--- config.mk ---
export PLATFORM = sky130hd
export DESIGN_NAME = rle_unit_stream_decoder_unit
export DESIGN_NICKNAME = d
export VERILOG_FILES = /design/src/rtl/rle_dec_pkg.sv /design/src/rtl/rle_dec_step.sv /design/src/rtl/rle_dec_out_reg.sv /design/src/rtl/rle_unit_stream_decoder_unit.sv
export VERILOG_INCLUDE_DIRS = /design/src /design/src/rtl
export SDC_FILE = /design/constraint.sdc
export NUM_CORES = 1
export LEC_CHECK = 0
export BUFFER_PORTS_ARGS = -buffer_cell sky130_fd_sc_hd__buf_2
export CAP_MARGIN = 30
export CORE_MARGIN = 2
export CORE_UTILIZATION = 35
export CTS_CLUSTER_DIAMETER = 80
export DETAILED_ROUTE_END_ITERATION = 16
export PLACE_DENSITY = 0.63
export SETUP_SLACK_MARGIN = 0.3
export SLEW_MARGIN = 0
export SYNTH_ARGS = -nofsm -noshare
export SYNTH_HDL_FRONTEND = slang
export SYNTH_SLANG_ARGS = --single-unit
--- constraint.sdc ---
create_clock -name clk -period 15.36 [get_ports clk]
set_input_delay 2.304 -clock clk [delete_from_list [all_inputs] [get_ports clk]]
set_output_delay 2.304 -clock clk [all_outputs]
set_load 0.01 [all_outputs]
--- src/rtl/rle_unit_stream_decoder_unit_assert.svh ---
// assertion helpers for the rle decoder, clocked on clk, quiet in reset
`ifndef RLE_UNIT_STREAM_DECODER_UNIT_ASSERT_SVH
`define RLE_UNIT_STREAM_DECODER_UNIT_ASSERT_SVH

// same-cycle implication
`define RLE_ASSERT_IMPL(lbl, ante, cons) \
  lbl: assert property (@(posedge clk) disable iff (!rst_n) (ante) |-> (cons)) \
    else $error("rle decoder assertion failed");

// next-cycle implication
`define RLE_ASSERT_NEXT(lbl, ante, cons) \
  lbl: assert property (@(posedge clk) disable iff (!rst_n) (ante) |=> (cons)) \
    else $error("rle decoder assertion failed");

`endif

--- src/rtl/rle_dec_pkg.sv ---
package rle_dec_pkg;

  localparam int SIZE_BITS = 24;
  localparam int CNT_W     = 24;
  localparam int WORD_W    = 32;

  localparam logic [1:0] UNIT_CODE_1B = 2'd0;
  localparam logic [1:0] UNIT_CODE_2B = 2'd1;

  typedef enum logic [1:0] {
    PH_CTRL = 2'd0,
    PH_RUN  = 2'd1,
    PH_LIT  = 2'd2
  } phase_t;

  typedef enum logic [2:0] {
    ST_DATA       = 3'd0,
    ST_DONE       = 3'd1,
    ST_UNALIGNED  = 3'd2,
    ST_SHORT_CTRL = 3'd3,
    ST_SHORT_RUN  = 3'd4,
    ST_SHORT_LIT  = 3'd5,
    ST_OVERRUN    = 3'd6
  } status_t;

  typedef enum logic [0:0] {
    CFG_UNIT_SIZE   = 1'b0,
    CFG_OUTPUT_SIZE = 1'b1
  } cfg_reg_t;

  typedef struct packed {
    logic [7:0] data_byte;
    logic       first_of_asset;
    logic       last_of_source;
  } item_t;

  typedef struct packed {
    logic [1:0]           unit_size_code;
    logic [SIZE_BITS-1:0] output_size;
  } cfg_t;

  typedef struct packed {
    phase_t               phase;
    logic [1:0]           byte_in_unit;
    logic [WORD_W-1:0]    word_asm;
    logic [CNT_W-1:0]     op_left;
    logic [SIZE_BITS-1:0] out_done;
    logic [WORD_W-1:0]    src_seen;
    logic                 done_flag;
    logic [CNT_W-1:0]     pend_run;
  } dec_state_t;

  typedef struct packed {
    status_t           status;
    logic [WORD_W-1:0] unit_value;
    logic [CNT_W-1:0]  repeat_count;
    logic [WORD_W-1:0] bytes_consumed;
    logic              finished;
  } result_t;

endpackage

--- src/rtl/rle_dec_step.sv ---
module rle_dec_step (
  input  rle_dec_pkg::cfg_t       cfg,
  input  rle_dec_pkg::dec_state_t st,
  input  rle_dec_pkg::item_t      item,
  output rle_dec_pkg::dec_state_t st_nxt,
  output logic                    emit,
  output rle_dec_pkg::result_t    res
);
  import rle_dec_pkg::*;

  dec_state_t           s;
  phase_t               phase;
  phase_t               ph_after;
  logic [1:0]           unit_shift;
  logic [2:0]           unit_bytes;
  logic                 unaligned;
  logic [WORD_W-1:0]    seen_inc;
  logic [WORD_W-1:0]    asm_new;
  logic [2:0]           biu_inc;
  logic                 complete;
  logic                 top_bit;
  logic [30:0]          low_bits;
  logic [WORD_W-1:0]    count;
  logic [SIZE_BITS-1:0] rem;
  logic [SIZE_BITS-1:0] rem_units;
  logic                 overrun;
  logic [SIZE_BITS-1:0] run_bytes;
  logic [SIZE_BITS-1:0] done_after;
  logic [CNT_W-1:0]     lit_left;
  logic [CNT_W-1:0]     cnt;
  logic                 fin;

  always_comb begin
    s = st;
    if (item.first_of_asset) begin
      s = '0;
    end

    case (cfg.unit_size_code)
      UNIT_CODE_1B: unit_shift = 2'd0;
      UNIT_CODE_2B: unit_shift = 2'd1;
      default:      unit_shift = 2'd2;
    endcase
    unit_bytes = 3'd1 << unit_shift;
    unaligned  = (cfg.output_size & SIZE_BITS'(unit_bytes - 3'd1)) != '0;

    phase = (s.phase == PH_RUN || s.phase == PH_LIT) ? s.phase : PH_CTRL;

    seen_inc = s.src_seen + 32'd1;
    asm_new  = {s.word_asm[WORD_W-9:0], item.data_byte};
    biu_inc  = {1'b0, s.byte_in_unit} + 3'd1;
    complete = biu_inc >= unit_bytes;

    // control word: top bit of the unit picks run or literal
    case (unit_shift)
      2'd0: begin
        top_bit  = asm_new[7];
        low_bits = {24'd0, asm_new[6:0]};
      end
      2'd1: begin
        top_bit  = asm_new[15];
        low_bits = {16'd0, asm_new[14:0]};
      end
      default: begin
        top_bit  = asm_new[31];
        low_bits = asm_new[30:0];
      end
    endcase
    count = {1'b0, low_bits} + (top_bit ? 32'd3 : 32'd1);

    rem       = (cfg.output_size > s.out_done) ? cfg.output_size - s.out_done : '0;
    rem_units = rem >> unit_shift;
    overrun   = count > WORD_W'(rem_units);

    run_bytes = SIZE_BITS'(s.pend_run) << unit_shift;
    lit_left  = (s.op_left != '0) ? s.op_left - CNT_W'(1) : '0;

    st_nxt     = s;
    emit       = 1'b0;
    fin        = 1'b0;
    res        = '0;
    ph_after   = PH_CTRL;
    done_after = s.out_done;
    cnt        = '0;

    if (!s.done_flag) begin
      if (unaligned) begin
        emit       = 1'b1;
        fin        = 1'b1;
        res.status = ST_UNALIGNED;
      end else if (phase == PH_CTRL && s.byte_in_unit == 2'd0 &&
                   s.out_done >= cfg.output_size) begin
        // nothing left to describe
        emit       = 1'b1;
        fin        = 1'b1;
        res.status = ST_DONE;
      end else begin
        st_nxt.src_seen = seen_inc;
        st_nxt.word_asm = asm_new;
        if (!complete) begin
          st_nxt.byte_in_unit = biu_inc[1:0];
          if (item.last_of_source) begin
            emit = 1'b1;
            fin  = 1'b1;
            unique case (phase)
              PH_CTRL: res.status = ST_SHORT_CTRL;
              PH_RUN:  res.status = ST_SHORT_RUN;
              default: res.status = ST_SHORT_LIT;
            endcase
          end
        end else begin
          st_nxt.byte_in_unit = 2'd0;
          st_nxt.word_asm     = '0;
          unique case (phase)
            PH_CTRL: begin
              if (overrun) begin
                emit       = 1'b1;
                fin        = 1'b1;
                res.status = ST_OVERRUN;
              end else if (top_bit) begin
                st_nxt.pend_run = count[CNT_W-1:0];
                st_nxt.phase    = PH_RUN;
                if (item.last_of_source) begin
                  emit       = 1'b1;
                  fin        = 1'b1;
                  res.status = ST_SHORT_RUN;
                end
              end else begin
                st_nxt.op_left = count[CNT_W-1:0];
                st_nxt.phase   = PH_LIT;
                if (item.last_of_source) begin
                  emit       = 1'b1;
                  fin        = 1'b1;
                  res.status = ST_SHORT_LIT;
                end
              end
            end
            default: begin
              if (phase == PH_RUN) begin
                cnt             = s.pend_run;
                done_after      = s.out_done + run_bytes;
                st_nxt.pend_run = '0;
                ph_after        = PH_CTRL;
              end else begin
                cnt            = CNT_W'(1);
                done_after     = s.out_done + SIZE_BITS'(unit_bytes);
                st_nxt.op_left = lit_left;
                ph_after       = (lit_left == '0) ? PH_CTRL : PH_LIT;
              end
              st_nxt.out_done = done_after;
              st_nxt.phase    = ph_after;
              emit            = 1'b1;
              if (ph_after == PH_CTRL && done_after >= cfg.output_size) begin
                fin              = 1'b1;
                res.status       = ST_DONE;
                res.unit_value   = asm_new;
                res.repeat_count = cnt;
              end else if (item.last_of_source) begin
                // short stream replaces the descriptor this byte completed
                fin        = 1'b1;
                res.status = (ph_after == PH_LIT) ? ST_SHORT_LIT : ST_SHORT_CTRL;
              end else begin
                res.status       = ST_DATA;
                res.unit_value   = asm_new;
                res.repeat_count = cnt;
              end
            end
          endcase
        end
      end
    end

    res.finished       = fin;
    res.bytes_consumed = fin ? st_nxt.src_seen : '0;
    if (fin) begin
      st_nxt.done_flag = 1'b1;
    end
  end

endmodule

--- src/rtl/rle_dec_out_reg.sv ---
module rle_dec_out_reg (
  input  logic                 clk,
  input  logic                 rst_n,
  input  logic                 load,
  input  rle_dec_pkg::result_t d,
  input  logic                 out_stall,
  output logic                 out_valid,
  output rle_dec_pkg::result_t q,
  output logic                 free
);
  import rle_dec_pkg::*;

  logic    valid_r;
  result_t q_r;

  // room for a new word when empty or when the held one leaves this cycle
  assign free      = !valid_r || !out_stall;
  assign out_valid = valid_r;
  assign q         = q_r;

  always_ff @(posedge clk) begin
    if (!rst_n) begin
      valid_r <= 1'b0;
    end else if (free) begin
      valid_r <= load;
    end
  end

  always_ff @(posedge clk) begin
    if (load && free) begin
      q_r <= d;
    end
  end

endmodule

--- src/rtl/rle_unit_stream_decoder_unit.sv ---
// path: an accepted byte goes to the input register, and its result to the result register
// throughput: one compressed byte per cycle unless a held result is stalled, set by the
//   state update between the input register and the result register
// reset: synchronous active-low rst_n clears config, decode state and both valid flags
`include "rle_unit_stream_decoder_unit_assert.svh"

module rle_unit_stream_decoder_unit (
  input  logic        clk,
  input  logic        rst_n,
  input  logic        in_valid,
  output logic        in_stall,
  input  logic [7:0]  in_data_byte,
  input  logic        in_first_of_asset,
  input  logic        in_last_of_source,
  output logic        out_valid,
  input  logic        out_stall,
  output logic [2:0]  out_status,
  output logic [31:0] out_unit_value,
  output logic [23:0] out_repeat_count,
  output logic [31:0] out_bytes_consumed,
  output logic        out_finished,
  input  logic        cfg_valid,
  output logic        cfg_ready,
  input  logic        cfg_index,
  input  logic [23:0] cfg_wdata
);
  import rle_dec_pkg::*;

  cfg_t       cfg_r;
  logic       in_valid_r;
  item_t      in_item_r;
  dec_state_t st_r;
  dec_state_t st_nxt;
  logic       step_emit;
  result_t    step_res;
  result_t    out_res;
  logic       out_free;
  logic       process;
  logic       take;

  assign cfg_ready = 1'b1;
  assign process   = in_valid_r && out_free;
  assign in_stall  = in_valid_r && !out_free;
  assign take      = in_valid && !in_stall;

  always_ff @(posedge clk) begin
    if (!rst_n) begin
      cfg_r <= '0;
    end else if (cfg_valid && cfg_ready) begin
      case (cfg_reg_t'(cfg_index))
        CFG_UNIT_SIZE:   cfg_r.unit_size_code <= cfg_wdata[1:0];
        CFG_OUTPUT_SIZE: cfg_r.output_size    <= SIZE_BITS'(cfg_wdata);
        default:         cfg_r <= cfg_r;
      endcase
    end
  end

  always_ff @(posedge clk) begin
    if (!rst_n) begin
      in_valid_r <= 1'b0;
    end else if (take) begin
      in_valid_r <= 1'b1;
    end else if (process) begin
      in_valid_r <= 1'b0;
    end
  end

  always_ff @(posedge clk) begin
    if (take) begin
      in_item_r <= '{data_byte: in_data_byte, first_of_asset: in_first_of_asset,
                     last_of_source: in_last_of_source};
    end
  end

  always_ff @(posedge clk) begin
    if (!rst_n) begin
      st_r <= '0;
    end else if (process) begin
      st_r <= st_nxt;
    end
  end

  rle_dec_step u_step (
    .cfg    (cfg_r),
    .st     (st_r),
    .item   (in_item_r),
    .st_nxt (st_nxt),
    .emit   (step_emit),
    .res    (step_res)
  );

  rle_dec_out_reg u_out (
    .clk       (clk),
    .rst_n     (rst_n),
    .load      (process && step_emit),
    .d         (step_res),
    .out_stall (out_stall),
    .out_valid (out_valid),
    .q         (out_res),
    .free      (out_free)
  );

  assign out_status         = out_res.status;
  assign out_unit_value     = out_res.unit_value;
  assign out_repeat_count   = out_res.repeat_count;
  assign out_bytes_consumed = out_res.bytes_consumed;
  assign out_finished       = out_res.finished;

  `RLE_ASSERT_IMPL(a_data_not_final, out_valid && !out_finished,
                   (out_bytes_consumed == 32'd0) && (out_status == ST_DATA))
  `RLE_ASSERT_IMPL(a_stall_only_when_full, in_stall, in_valid_r && out_valid)
  `RLE_ASSERT_IMPL(a_quiet_after_finish,
                   process && st_r.done_flag && !in_item_r.first_of_asset, !step_emit)
  `RLE_ASSERT_NEXT(a_finish_latches, process && step_emit && step_res.finished,
                   st_r.done_flag)

endmodule

==> run metrics <==
CP required approximately 16 ns; largest cells by area after synthesis dfxtp_1 (18%), edfxtp_1 (17%), ha_1 (7.3%), a21oi_1 (5.3%), nand2_1 (5.1%); Synth top area share a little under a fifth; die area 0.0526 mm²; Yosys top cell by area dfxtp_1; Area Overhead vs Synth 13.6%; TritonRoute pass-1 iters 8; Post-synth top cells nand2_1 (240), nor2_1 (189), a21oi_1 (188); Slowest cell on crit path and3_1; total gr overflow 0; hold_buf cts 0; Worst Setup End Kind flop; row cnt 82; final worst-path cycle share between 50% and 60%; Port Buffer Count 133; CTS sink count between 200 and 300; Initial Util 35.4%; Vert. Die Dim approximately 230 µm; CP Data Arrival Time 8.86 ns; core box area roughly 0.05 mm²; met3 usage under 10%; critical path class flop to flop; largest net degree at the start of global routing between 80 and 90; worst-path maximum fanout 60; met2 GRT Util between 30% and 40%; DRC Markers 0; max_cap viols 0; Post-CTS Setup Bufs 0; sequential cell area approximately 0.0063 mm²; WP buf/inv 3; Clock Tree Buf Depth 3; maximum vdd drop between 50 and 60 µV; post-cts sizing count 0; outcome finished clean; Max-slew headroom between 20% and 30%; multi-input logic area between 0.01 and 0.015 mm²; overall via count from detail_route approximately 17,000; RSZ-0062 raised after global routing no; gp weighted congestion around 1; Tmin final roughly 8.4 ns; Netlist cell types 89; clock slew seen by the registers of the worst setup and hold paths approximately 0.060 ns; vias in the first global route around 16,000; Top FF cell, synth dfxtp_1; synthesized cell area roughly 0.018 mm²; Setup TNS Final 0 ns; clk_skew 0.0418 ns; FMAX 119 MHz; CP Cell Sequence buf_4, inv_2, buf_4, nand2_1, ha_1, nand4_1, nor3_1, a21boi_1, a21o_1, nand2_1, mux2i_1, a22o_1, a31oi_1, ha_1, a21o_1, a21oi_1, o221ai_1, nor4_1, o211ai_1, a21oi_1, and3_1, o31ai_1, o311a_1; post-synth net total 2,306; # fillers 5,037; CTS tree done; Yosys warnings 0; I/O Pins about 140; hold crit path type flop to flop; clk_lat worst skew around 0.56 ns; antenna violations before repair 1; Synth async-reset ratio 0%; H-Tree Depth 2; met1 GRT Util a little over a quarter; Worst-Margin Slew 1.04 ns; root buf cell clkbuf_16; grt peak-use layer met2; total CTS buffers 34; detailed placement HPWL roughly 43 mm; Startpoint Class flop; via/cell ratio 5.83; CP top delay family compound AO/OA/AOI/OAI gates; WL/cell 20.0 µm; Detail Route Antenna Nets 0; GRT Total Usage approximately 22%; Final #Nets 2,371; Static Leakage 8.02 nW; overall routed net length 58.6 mm; Mapped Cells 2,159; first-pass GRT wire length approximately 90 mm; Yosys reg bits around 260; Final Max Slew Viols 0; sequential area share after synthesis roughly 35%; final setup violating endpoints 0; DRT iter0 DRCs 1,520; Max stage delay on crit path just over 0.8 ns; Fin. Hold Viols 0; layout cells sized above 1 a little under an eighth; PwrDens 101 mW/mm²; cell with the most instances after synthesis nand2_1; ANT cells 0; Horiz. Die Dim 229 µm; number of synthesized flops with an enable pin between 100 and 150; Avg Synthesized Cell Area 8.24 µm²; Final Util between 40 and 50%
==> where the power goes <==
group	switching [mW]	internal, mW
combinational	0.283	0.142
clock	0.328	0.514
sequential	0.0195	0.753
==> cell usage in the layout, fill, tap and decap left out, types with 8 or more instances in the layout <==
| master | count |
|---|---|
| nand2_1 | 240 |
| nor2_1 | 189 |
| a21oi_1 | 188 |
| dfxtp_1 | 159 |
| buf_2 | 133 |
| o21ai_0 | 121 |
| ha_1 | 104 |
| edfxtp_1 | 102 |
| inv_1 | 93 |
| and3_1 | 72 |
| nor3_1 | 71 |
| xnor2_1 | 61 |
| nand3_1 | 56 |
| a22o_1 | 47 |
| xor2_1 | 36 |
| clkbuf_16 | 36 |
| nand4_1 | 35 |
| a22oi_1 | 32 |
| mux2i_1 | 31 |
| nor2b_1 | 29 |
| a31oi_1 | 29 |
| a21o_1 | 27 |
| buf_4 | 25 |
| and2_1 | 23 |
| or3_1 | 22 |
| nor4_1 | 20 |
| nand2b_1 | 20 |
| a211oi_1 | 19 |
| o211ai_1 | 16 |
| o21a_1 | 13 |
| o22ai_1 | 12 |
| o2bb2ai_1 | 11 |
| and4_1 | 9 |
| a211o_1 | 8 |
==> per-stage QoR <==
step	hold WS, ns	setup WS (ns)	power, mW	area, µm²	std cells
finish	0.469	6.94	2.04	20200	2922
detailed placement	0.458	7.09	1.20	19000	2858
CTS	0.466	7.05	2.05	20200	2920
global route	0.492	6.35	2.13	20200	2922
global placement	0.445	7.10	1.20	18900	2856
floorplan	0.432	2.97	1.08	17800	2159
==> area by class of cell <==
type	instances	share of cell area [%]
clock inverters	16	0.997
inverters	96	1.78
flip-flops and latches	263	31.1
well taps	672	4.16
repair buffers	162	4.56
clock buffers	46	4.94
multi-input cells	1667	52.4
==> registers in the layout, summed over array words and instances, names as in the netlist <==
| signal | cells |
|---|---|
| in_valid_r | 1 |
| cfg_r | 26 |
| u_out.q | 92 |
| in_item_r | 10 |
| u_out.out_valid | 1 |
| st_r | 133 |
==> cells by family after synthesis <==
logic type	share of synthesized area, %
mux	1.87
compound gates	22.7
xor+xnor	4.78
other cells	0.0211
flops	35.4
fa+ha+maj	7.66
buf+inv	5.22
simple gates	22.4
==> worst paths after layout <==
path	start	endpoint	slack (ns)	cells past startpoint
hold / removal	st_r[138]$_SDFFE_PN0P_	st_r[138]$_SDFFE_PN0P_	0.47	2
setup / recovery	in_item_r[1]$_DFFE_PP_	st_r[81]$_SDFFE_PN0P_	6.94	23
setup reg to reg	in_item_r[1]$_DFFE_PP_	st_r[81]$_SDFFE_PN0P_	6.94	23
hold reg to reg	st_r[138]$_SDFFE_PN0P_	st_r[138]$_SDFFE_PN0P_	0.47	2
==> metal layers <==
| metal | vias to the layer above | part of all wire [%] |
|---|---|---|
| met3 | 150 | 6.3 |
| met1 | 8191 | 41 |
| met4 | 0 | 4.8 |
| met2 | 640 | 48 |
| met5 | - | 0 |
| li1 | 8045 | - |
==> worst min-delay path, stage by stage (launching register included) <==
cell and delay, ns:
dfxtp_1 0.31, nand2_1 0.06, a21oi_1 0.05
Power figures use the tool's default switching activity.
